[config.mk]
export PLATFORM = sky130hd
export DESIGN_NAME = noise_gate_expander
export DESIGN_NICKNAME = d
export VERILOG_FILES = /design/src/design/nge_pkg.sv /design/src/design/nge_mul.sv /design/src/design/noise_gate_expander.sv
export SDC_FILE = /design/constraint.sdc
export NUM_CORES = 2
export LEC_CHECK = 0
export BUFFER_PORTS_ARGS = -buffer_cell sky130_fd_sc_hd__buf_4
export CORE_MARGIN = 2
export CORE_UTILIZATION = 62
export DETAILED_ROUTE_END_ITERATION = 10
export PLACE_DENSITY = 0.91
export SYNTH_ARGS = -nofsm -noshare
export SYNTH_HDL_FRONTEND = slang
export SYNTH_SLANG_ARGS = --single-unit
[constraint.sdc]
create_clock -name clk -period 20.5 [get_ports clk]
set_input_delay 1.025 -clock clk [delete_from_list [all_inputs] [get_ports clk]]
set_output_delay 1.025 -clock clk [all_outputs]
set_load 0.01 [all_outputs]
[src/design/nge_pkg.sv]
// Shared types, constants and gain root table of the noise gate / expander.
package nge_pkg;

  localparam int LANES    = 4;
  localparam int CHANNELS = 4;
  localparam int SMP_W    = 24;

  localparam logic signed [15:0] SILENCE_Q8    = -16'sd30720;
  localparam logic signed [15:0] RANGE_RESET   = -16'sd20480;
  localparam logic signed [15:0] THRESH_RESET  = -16'sd15360;
  localparam logic [18:0]        DB_PER_LOG2   = 19'd394566;
  localparam logic [21:0]        LOG2_PER_DB   = 22'd2786635;
  localparam logic [30:0]        GAIN_ONE      = 31'h4000_0000;

  localparam logic [2:0] REG_MODE      = 3'd0;
  localparam logic [2:0] REG_THRESHOLD = 3'd1;
  localparam logic [2:0] REG_HYST      = 3'd2;
  localparam logic [2:0] REG_RATIO     = 3'd3;
  localparam logic [2:0] REG_RANGE     = 3'd4;
  localparam logic [2:0] REG_ATTACK    = 3'd5;
  localparam logic [2:0] REG_RELEASE   = 3'd6;
  localparam logic [2:0] REG_HOLD      = 3'd7;

  typedef enum logic [1:0] {
    MODE_BYPASS,
    MODE_GATE,
    MODE_EXPAND,
    MODE_RESERVED
  } mode_t;

  typedef enum logic [4:0] {
    ST_IDLE, ST_PEAK, ST_LSQ, ST_LNRM, ST_LDB, ST_LDB2, ST_DECIDE,
    ST_EXP, ST_EXP2, ST_SMUL, ST_SACC, ST_GP, ST_GP2, ST_GSQ, ST_GRND,
    ST_GSH, ST_OMUL, ST_ORND, ST_DONE
  } state_t;

  typedef logic [15:0][30:0] root_tbl_t;

  function automatic logic [63:0] isqrt64(input logic [63:0] v_in);
    logic [63:0] v;
    logic [63:0] r;
    logic [63:0] bt;
    v  = v_in;
    r  = '0;
    bt = 64'h4000_0000_0000_0000;
    for (int i = 0; i < 32; i++) begin
      if (v >= r + bt) begin
        v = v - (r + bt);
        r = (r >> 1) + bt;
      end else begin
        r = r >> 1;
      end
      bt = bt >> 2;
    end
    return r;
  endfunction

  // 2^30 * 2^-(2^-(k+1)), k = 0..15, by repeated floor square roots
  function automatic root_tbl_t make_roots();
    root_tbl_t   t;
    logic [63:0] rt;
    rt = isqrt64(64'h1 << 59);
    for (int k = 0; k < 16; k++) begin
      t[k] = rt[30:0];
      rt   = isqrt64(rt << 30);
    end
    return t;
  endfunction

  localparam root_tbl_t ROOTS = make_roots();

endpackage

[src/design/nge_mul.sv]
// Shared 32x32 unsigned multiplier with a registered product.
module nge_mul (
  input  logic        clk,
  input  logic [31:0] a,
  input  logic [31:0] b,
  output logic [63:0] prod
);
  always_ff @(posedge clk) begin
    prod <= 64'(a) * 64'(b);
  end
endmodule

[src/design/noise_gate_expander.sv]
// Noise gate / downward expander top level.
// One frame of four 24-bit channels is taken per transaction; the block then
// drops ready and works the frame through one shared 32x32 multiplier under a
// small sequencer: 16 squaring rounds for the log2 of the peak, one scaling
// multiply to dB, one for the expander target, one for the one-pole smoother,
// one dB-to-log2 multiply, 16 root multiplies that build the linear gain, and
// one multiply per channel. Each multiply is issued, then its registered
// product is used. A silent frame skips the log2 rounds, a bypassed frame
// goes straight to the result, and the expander target multiply runs only
// for a closed gate in expander mode. The result sits in an output register,
// so the next frame is accepted while it waits; the sequencer stalls at the
// end only if the previous result is still not taken. Writing range_db also
// loads the smoothed attenuation with the clamped range. Configuration is
// written through cfg_we / cfg_index / cfg_data; the user must write it only
// while the block is idle, as the block itself does not enforce this.
module noise_gate_expander (
  input  logic         clk,
  input  logic         rst,
  input  logic         s_axis_tvalid,
  output logic         s_axis_tready,
  // sample_0 [23:0], sample_1 [47:24], sample_2 [71:48], sample_3 [95:72]
  input  logic [95:0]  s_axis_tdata,
  output logic         m_axis_tvalid,
  input  logic         m_axis_tready,
  // out_sample_0..3 [95:0] (24 bits each), attenuation_db [111:96]
  output logic [111:0] m_axis_tdata,
  // gate_open [0]
  output logic [0:0]   m_axis_tuser,
  input  logic         cfg_we,
  input  logic [2:0]   cfg_index,
  input  logic [19:0]  cfg_data
);
  import nge_pkg::*;

  // configuration
  mode_t              mode;
  logic signed [15:0] threshold_db;
  logic [13:0]        hysteresis_db;
  logic [14:0]        ratio;
  logic signed [15:0] range_db;
  logic [15:0]        attack_coeff;
  logic [15:0]        release_coeff;
  logic [19:0]        hold_samples;

  // gate state
  logic               open_flag;
  logic [19:0]        hold_left;
  logic signed [15:0] smoothed_atten;

  state_t state, state_next;

  // frame datapath
  logic signed [SMP_W-1:0] x   [LANES];
  logic signed [SMP_W-1:0] res [LANES];
  logic [30:0]        lx;
  logic [15:0]        frac;
  logic [4:0]         e_q;
  logic [3:0]         cnt;
  logic signed [15:0] lvl;
  logic signed [15:0] target;
  logic [15:0]        below;
  logic               dneg;
  logic [20:0]        p;
  logic [30:0]        g;
  logic [1:0]         lane;

  logic [31:0] mul_a, mul_b;
  logic [63:0] prod;

  nge_mul u_mul (.clk(clk), .a(mul_a), .b(mul_b), .prod(prod));

  // ---------------------------------------------------------------- helpers
  logic               bypass;
  logic signed [15:0] rng;
  logic [15:0]        rng_mag;
  logic [23:0]        absx [LANES];
  logic [23:0]        peak;
  logic [4:0]         msb;
  logic [30:0]        lx_init;
  logic [20:0]        neg_log;

  assign bypass = !(mode == MODE_GATE || mode == MODE_EXPAND);
  assign rng    = (range_db > 16'sd0) ? 16'sd0 :
                  (range_db < SILENCE_Q8) ? SILENCE_Q8 : range_db;
  assign rng_mag = 16'(-17'(rng));

  always_comb begin
    peak = '0;
    for (int i = 0; i < LANES; i++) begin
      absx[i] = x[i][SMP_W-1] ? 24'(~x[i] + 24'd1) : 24'(x[i]);
      if (absx[i] > peak) peak = absx[i];
    end
    msb = '0;
    for (int i = 0; i < SMP_W; i++) begin
      if (peak[i]) msb = 5'(i);
    end
  end

  assign lx_init = 31'(peak) << (5'd30 - msb);
  assign neg_log = {5'(5'd23 - e_q), 16'b0} - {5'b0, frac};

  // --------------------------------------------------------- decide helpers
  logic signed [17:0] upper, lower, lvl_x;
  logic               open_n;
  logic [19:0]        hold_n;
  logic signed [17:0] below_s;

  assign upper   = 18'(threshold_db) + 18'(signed'({1'b0, hysteresis_db}));
  assign lower   = 18'(threshold_db) - 18'(signed'({1'b0, hysteresis_db}));
  assign lvl_x   = 18'(lvl);
  assign below_s = 18'(threshold_db) - lvl_x;

  always_comb begin
    open_n = open_flag;
    hold_n = hold_left;
    if (lvl_x >= upper) begin
      open_n = 1'b1;
      hold_n = hold_samples;
    end else if (open_flag) begin
      if (lvl_x > lower) hold_n = hold_samples;
      else if (hold_left != '0) hold_n = hold_left - 20'd1;
      else open_n = 1'b0;
    end
  end

  // ------------------------------------------------------ arithmetic helpers
  logic [14:0]        ratio_eff;
  logic [23:0]        att_mag;
  logic [15:0]        coeff;
  logic signed [16:0] diff;
  logic [16:0]        diff_mag;
  logic signed [35:0] acc;
  logic [35:0]        acc_mag;
  logic signed [20:0] sm_new;
  logic signed [15:0] sm_clamped;
  logic [15:0]        d_mag;
  logic [15:0]        pf;
  logic [31:0]        g_sh;
  logic [4:0]         ip;
  logic [24:0]        y;
  logic signed [SMP_W-1:0] y_out;
  logic [16:0]        db_mag;

  assign ratio_eff = (ratio < 15'd256) ? 15'd256 : ratio;
  assign att_mag   = 24'((prod + 64'd128) >> 8);
  assign coeff     = (target > smoothed_atten) ? attack_coeff : release_coeff;
  assign diff      = 17'(smoothed_atten) - 17'(target);
  assign diff_mag  = diff[16] ? 17'(-diff) : 17'(diff);
  assign acc = {{4{target[15]}}, target, 16'b0} +
               (dneg ? -signed'({4'b0, prod[31:0]}) : signed'({4'b0, prod[31:0]}));
  assign acc_mag = acc[35] ? 36'(-acc) : 36'(acc);
  assign sm_new  = (acc <= 36'sd0) ? -21'(signed'({1'b0, 20'((acc_mag + 36'd32768) >> 16)}))
                                   : 21'(signed'({1'b0, 20'((acc_mag + 36'd32768) >> 16)}));
  assign sm_clamped = (sm_new > 21'sd0) ? 16'sd0 :
                      (sm_new < 21'(SILENCE_Q8)) ? SILENCE_Q8 : sm_new[15:0];
  assign d_mag   = smoothed_atten[15] ? 16'(-smoothed_atten) : 16'd0;
  assign pf      = p[15:0];
  assign ip      = p[20:16];
  assign g_sh    = (ip == 5'd0) ? 32'(g) :
                   (32'(g) + (32'd1 << (ip - 5'd1))) >> ip;
  assign y       = 25'((prod + 64'h2000_0000) >> 30);
  assign db_mag  = 17'((prod + 64'h80_0000) >> 24);

  always_comb begin
    if (x[lane][SMP_W-1]) begin
      y_out = (y > 25'h80_0000) ? -24'sd8388608 : 24'(-y);
    end else begin
      y_out = (y > 25'h7F_FFFF) ? 24'sd8388607 : 24'(y);
    end
  end

  // ------------------------------------------------------- multiplier select
  always_comb begin
    mul_a = '0;
    mul_b = '0;
    unique case (state)
      ST_LSQ:  begin mul_a = 32'(lx);       mul_b = 32'(lx);          end
      ST_LDB:  begin mul_a = 32'(neg_log);  mul_b = 32'(DB_PER_LOG2); end
      ST_EXP:  begin mul_a = 32'(below);    mul_b = 32'(ratio_eff - 15'd256); end
      ST_SMUL: begin mul_a = 32'(coeff);    mul_b = 32'(diff_mag);    end
      ST_GP:   begin mul_a = 32'(d_mag);    mul_b = 32'(LOG2_PER_DB); end
      ST_GSQ:  begin
        mul_a = 32'(g);
        mul_b = pf[4'd15 - cnt] ? 32'(ROOTS[cnt]) : 32'(GAIN_ONE);
      end
      ST_OMUL: begin mul_a = 32'(absx[lane]); mul_b = 32'(g);        end
      default: begin mul_a = '0;            mul_b = '0;               end
    endcase
  end

  // ---------------------------------------------------------- state machine
  always_ff @(posedge clk) begin
    if (rst) state <= ST_IDLE;
    else     state <= state_next;
  end

  assign s_axis_tready = (state == ST_IDLE);

  always_comb begin
    state_next = state;
    unique case (state)
      ST_IDLE:   if (s_axis_tvalid) state_next = ST_PEAK;
      ST_PEAK: begin
        if (bypass)              state_next = ST_DONE;
        else if (peak == '0)     state_next = ST_DECIDE;
        else                     state_next = ST_LSQ;
      end
      ST_LSQ:    state_next = ST_LNRM;
      ST_LNRM:   state_next = (cnt == 4'd15) ? ST_LDB : ST_LSQ;
      ST_LDB:    state_next = ST_LDB2;
      ST_LDB2:   state_next = ST_DECIDE;
      ST_DECIDE: state_next = (open_n || mode == MODE_GATE) ? ST_SMUL : ST_EXP;
      ST_EXP:    state_next = ST_EXP2;
      ST_EXP2:   state_next = ST_SMUL;
      ST_SMUL:   state_next = ST_SACC;
      ST_SACC:   state_next = ST_GP;
      ST_GP:     state_next = ST_GP2;
      ST_GP2:    state_next = ST_GSQ;
      ST_GSQ:    state_next = ST_GRND;
      ST_GRND:   state_next = (cnt == 4'd15) ? ST_GSH : ST_GSQ;
      ST_GSH:    state_next = ST_OMUL;
      ST_OMUL:   state_next = ST_ORND;
      ST_ORND:   state_next = (lane == 2'(LANES - 1)) ? ST_DONE : ST_OMUL;
      ST_DONE:   if (!m_axis_tvalid || m_axis_tready) state_next = ST_IDLE;
      default:   state_next = ST_IDLE;
    endcase
  end

  // ------------------------------------------------- configuration and state
  always_ff @(posedge clk) begin
    if (rst) begin
      mode           <= MODE_BYPASS;
      threshold_db   <= THRESH_RESET;
      hysteresis_db  <= '0;
      ratio          <= 15'd512;
      range_db       <= RANGE_RESET;
      attack_coeff   <= '0;
      release_coeff  <= '0;
      hold_samples   <= '0;
      open_flag      <= 1'b0;
      hold_left      <= '0;
      smoothed_atten <= RANGE_RESET;
    end else begin
      if (cfg_we) begin
        unique case (cfg_index)
          REG_MODE:      mode          <= mode_t'(cfg_data[1:0]);
          REG_THRESHOLD: threshold_db  <= signed'(cfg_data[15:0]);
          REG_HYST:      hysteresis_db <= cfg_data[13:0];
          REG_RATIO:     ratio         <= cfg_data[14:0];
          REG_RANGE: begin
            range_db       <= signed'(cfg_data[15:0]);
            // load the smoother with the clamped range
            smoothed_atten <= (signed'(cfg_data[15:0]) > 16'sd0) ? 16'sd0 :
                              (signed'(cfg_data[15:0]) < SILENCE_Q8) ? SILENCE_Q8 :
                              signed'(cfg_data[15:0]);
          end
          REG_ATTACK:    attack_coeff  <= cfg_data[15:0];
          REG_RELEASE:   release_coeff <= cfg_data[15:0];
          REG_HOLD:      hold_samples  <= cfg_data;
        endcase
      end
      if (state == ST_DECIDE) begin
        open_flag <= open_n;
        hold_left <= hold_n;
      end
      if (state == ST_SACC) smoothed_atten <= sm_clamped;
    end
  end

  // ------------------------------------------------------------ datapath
  always_ff @(posedge clk) begin
    unique case (state)
      ST_IDLE: begin
        // capture the frame; lanes past CHANNELS read as silence
        for (int i = 0; i < LANES; i++) begin
          x[i] <= (i < CHANNELS) ? signed'(s_axis_tdata[i*SMP_W +: SMP_W]) : '0;
        end
      end
      ST_PEAK: begin
        lx   <= lx_init;
        e_q  <= msb;
        frac <= '0;
        cnt  <= '0;
        lvl  <= SILENCE_Q8;
        for (int i = 0; i < LANES; i++) res[i] <= x[i];
      end
      ST_LNRM: begin
        // square result in Q30; a carry into bit 31 is the next fraction bit
        frac <= {frac[14:0], prod[61]};
        lx   <= prod[61] ? prod[61:31] : prod[60:30];
        cnt  <= cnt + 4'd1;
      end
      ST_LDB2: lvl <= (db_mag > 17'd30720) ? SILENCE_Q8 : 16'(-db_mag);
      ST_DECIDE: begin
        below <= below_s[17] ? 16'd0 : below_s[15:0];
        if (open_n) target <= 16'sd0;
        else        target <= rng;
      end
      ST_EXP2: target <= (att_mag > 24'(rng_mag)) ? rng : 16'(-att_mag);
      ST_SMUL: dneg <= diff[16];
      ST_GP2: begin
        p   <= 21'((prod + 64'd32768) >> 16);
        g   <= GAIN_ONE;
        cnt <= '0;
      end
      ST_GRND: begin
        g   <= 31'((prod + 64'h2000_0000) >> 30);
        cnt <= cnt + 4'd1;
      end
      ST_GSH: begin
        g    <= g_sh[30:0];
        lane <= '0;
      end
      ST_ORND: begin
        res[lane] <= y_out;
        lane      <= lane + 2'd1;
      end
      default: ;
    endcase
  end

  // ------------------------------------------------------- output register
  always_ff @(posedge clk) begin
    if (rst) begin
      m_axis_tvalid <= 1'b0;
    end else begin
      if (state == ST_DONE && (!m_axis_tvalid || m_axis_tready)) begin
        m_axis_tvalid <= 1'b1;
      end else if (m_axis_tvalid && m_axis_tready) begin
        m_axis_tvalid <= 1'b0;
      end
    end
  end

  always_ff @(posedge clk) begin
    if (state == ST_DONE && (!m_axis_tvalid || m_axis_tready)) begin
      for (int i = 0; i < LANES; i++) m_axis_tdata[i*SMP_W +: SMP_W] <= res[i];
      m_axis_tdata[111:96] <= smoothed_atten;
      m_axis_tuser[0]      <= open_flag;
    end
  end

  // ------------------------------------------------------------ assertions
  a_accept_starts: assert property (@(posedge clk) disable iff (rst)
    s_axis_tvalid && s_axis_tready |=> state == ST_PEAK)
    else $error("accepted frame did not start processing");

  a_atten_range: assert property (@(posedge clk) disable iff (rst)
    smoothed_atten <= 16'sd0 && smoothed_atten >= SILENCE_Q8)
    else $error("smoothed attenuation out of range");

  a_bypass_state: assert property (@(posedge clk) disable iff (rst)
    state == ST_PEAK && bypass |=> $stable(open_flag) && $stable(hold_left))
    else $error("bypass frame changed gate state");

  a_hold_only_decide: assert property (@(posedge clk) disable iff (rst)
    state != ST_DECIDE |=> $stable(hold_left))
    else $error("hold counter moved outside decision step");

endmodule

==> reports/results.ini <==
[critical_path]
worstPathBufferInverterCount = 5
r2r-start = x[0][5]
cp.arrival_ns = 16.42
cpMaxStageDelayCell = nor4_1
rrSetupSlack_ns = 4.51
path_delay_family = compound AO/OA/AOI/OAI gates
critPathMaxStageDelay_ns = 0.92
critPathCaptureType = flip-flop
cp.required_ns = 20.93
crit_fanout = 36
worstSetupPathType = reg -> reg
r2r-end = lx[20]
cp.depth = 46
start_kind = flip-flop
reg2regPathDepth = 46

[power]
p_switching_mw = 8.83
power.internal_mw = 7.26
leakagePower_nw = 38.2
p_comb_frac = 0.759
power_frac_clock = 0.089
peakVddDrop_mv = 0.673
powerDensity_nw_per_um2 = 185
switching_share = 0.549
p_seq_frac = 0.151

[grt]
globalRoute.totalOverflow = 0
antenna_found_initial = 8
grt_pass1_wl_mm = 432
grt_pass1_vias = 73400
grt_usage = 0.428
grt_max_degree = 86

[timing]
timing.final.ws_setup_ns = 4.51
hold_violations = 0
slew_violations = 4
setup_viol = 0
rsz0062_at_grt = no
fmax_mhz = 62.5
worst_slew_margin_rel = -0.00253
period_share = 0.780
holdWs_ns = 0.415
finalSetupTns_ns = 0
tightest_slew_ns = 1.50
finalCriticalPeriod_ns = 15.99
finClkSkew_ns = 0.0490

[floorplan]
start_util = 0.625
rows = 132
io_pins = 239
core-area_um2 = 129000
die_area_um2 = 133000
die_width_um = 365
fp.dieH_um = 365

[clock_tree]
cts_tree = built
post_cts_resized = 0
clk_latency_ns = 0.69
holdBufCountCts = 0
cts.htree.levels = 3
cts_buffer_depth = 3
cts.sinks = 715
path_clk_slew_ns = 0.07
cts_made_buffers = 76
cts_setup_buffers = 0
clockRootBuffer = clkbuf_16

[cells_and_area]
final_area_um2 = 87100
fin_nets = 10700
multi_input_area_um2 = 56100
area_growth_pct = 7.58
drive_gt1_frac = 0.0818
seqCellArea_um2 = 19000
n_fill_cell = 9778

[placed_design]
gp_congestion = 1.06
portBuffers = 238
place_hpwl_mm = 218
dpl_worst_slack_ns = 4.92
place_area_um2 = 84500

[yosys]
synth_cell_types = 116
yosys_warnings = 0
yosys.area.top_type = fa_1
async_reset_ff_frac = 0
synth_top_area_share = 0.215
synthFlopType = edfxtp_1
synth_area_leaders = fa_1 (22%), edfxtp_1 (17%), ha_1 (8.1%), nand2_1 (7.0%), dfxtp_1 (6.2%)
syn_area_per_cell_um2 = 8.86
synthTopCellsByCount = nand2_1 (1504), inv_1 (1183), fa_1 (871), ha_1 (521), nor2_1 (518)
post-synth-top-count-cell = nand2_1
yosysSeqAreaShare = 0.234
synth_edf_count = 464
syn_area_um2 = 80900
ys_ff_latch = 715
syn_inst = 9129

[drt]
firstDrtPassIters = 7
drt.antenna.violating_nets = 0
wl_mm = 286
vias_per_cell = 6.56
wire_per_inst_um = 26.1
drtIter0Drc = 8951
drt_drc_violations_left = 0
vias = 71800

[hold_path]
hold_path_class = reg -> reg
whs_endpoint = m_axis_tdata[84]
whs_path_depth = 0
hold_start = res[3][12]

[run_status]
violations = max-capacitance violations, max-slew violations
status = complete, but fails checks

[flow_run]
maxCapViolations = 1

## kinds of logic (layout without fill, tap and decap cells)
group,after synthesis,in the layout,synth area share
simple gates,2989,2989,0.168
compound gates,1610,1610,0.131
mux,283,283,0.0402
flops,715,715,0.234
xor+xnor,477,477,0.0522
fa+ha+maj,1392,1392,0.296
other cells,2,36,0.0000928
buf+inv,1661,1708,0.0779
## cell usage in the layout, fill, tap and decap left out, types with 28 or more instances in the layout
master and n:
nand2_1 1504, inv_1 1183, fa_1 871, ha_1 521, nor2_1 515, edfxtp_1 464, a21oi_1 453, buf_4 379
xnor2_1 310, o21ai_0 288, dfxtp_1 250, and2_1 203, mux2i_1 167, xor2_1 163, nor3_1 141, nand3_1 140
a21o_1 113, mux2_2 91, clkbuf_16 76, nand4_1 71, or3_1 66, a211oi_1 60, nand2b_1 59, o211ai_1 56
a31oi_1 53, a22oi_1 48, and3_1 47, o21a_1 45, nor2b_1 43, nor4_1 43, o31ai_1 40, o22ai_1 38
o21bai_1 31, conb_1 30, or4_1 28
## per-stage QoR
step	power, mW	util	std cells
2_1_floorplan	10.8	-	9157
5_1_grt	17.1	0.672	10900
3_5_place_dp	14.2	0.653	10800
3_3_place_gp	14.1	0.653	10800
4_1_cts	15.7	0.672	10900
6_report	16.1	0.672	11000
## state kept, by name (all words and copies together), names as in the netlist, 20 cells and up, named ones only
signal and count:
m_axis_tdata 112, res 96, x 96, u_mul.prod 62
g 31, lx 31, p 21, hold_left 20
hold_samples 20
## power by group through the flow
stage	Clock [mW]	Sequential [mW]	Combinational [mW]
4_1_cts	1.43	2.40	11.9
3_3_place_gp	0	2.41	11.7
2_1_floorplan	0	2.22	8.56
3_5_place_dp	0	2.43	11.8
5_1_grt	1.48	2.42	13.2
6_report	1.44	2.43	12.2
## area by class of cell
| cell class | instances | share of cell area |
|---|---|---|
| diodes | 6 | 0.000172 |
| clock buffers | 99 | 0.0236 |
| clock inverters | 42 | 0.00563 |
| inverters | 1188 | 0.0512 |
| multi-input cells | 6781 | 0.644 |
| flip-flops and latches | 715 | 0.218 |
| well taps | 1742 | 0.0250 |
| repair buffers | 379 | 0.0327 |
## how the worst max path moves through the flow
stage | startpoint | endpoint | slack, ns
after global placement | x[0][9] | lx[20] | 4.99
after CTS | x[0][4] | lx[20] | 4.80
after detailed placement | x[0][10] | lx[20] | 4.92
final | x[0][5] | lx[20] | 4.51
after global routing | x[0][5] | lx[29] | 3.46
after floorplan | x[0][9] | lx[20] | 6.99
## routing by layer
metal	wire, µm	share of wire	GRT usage	vias up
met5	46	0.00016	0	-
met4	24400	0.085	0.304	6
met1	97000	0.34	0.506	34600
met2	130000	0.45	0.673	5051
met3	35000	0.12	0.119	1559
li1	-	-	-	30600
Power figures use the tool's default switching activity.
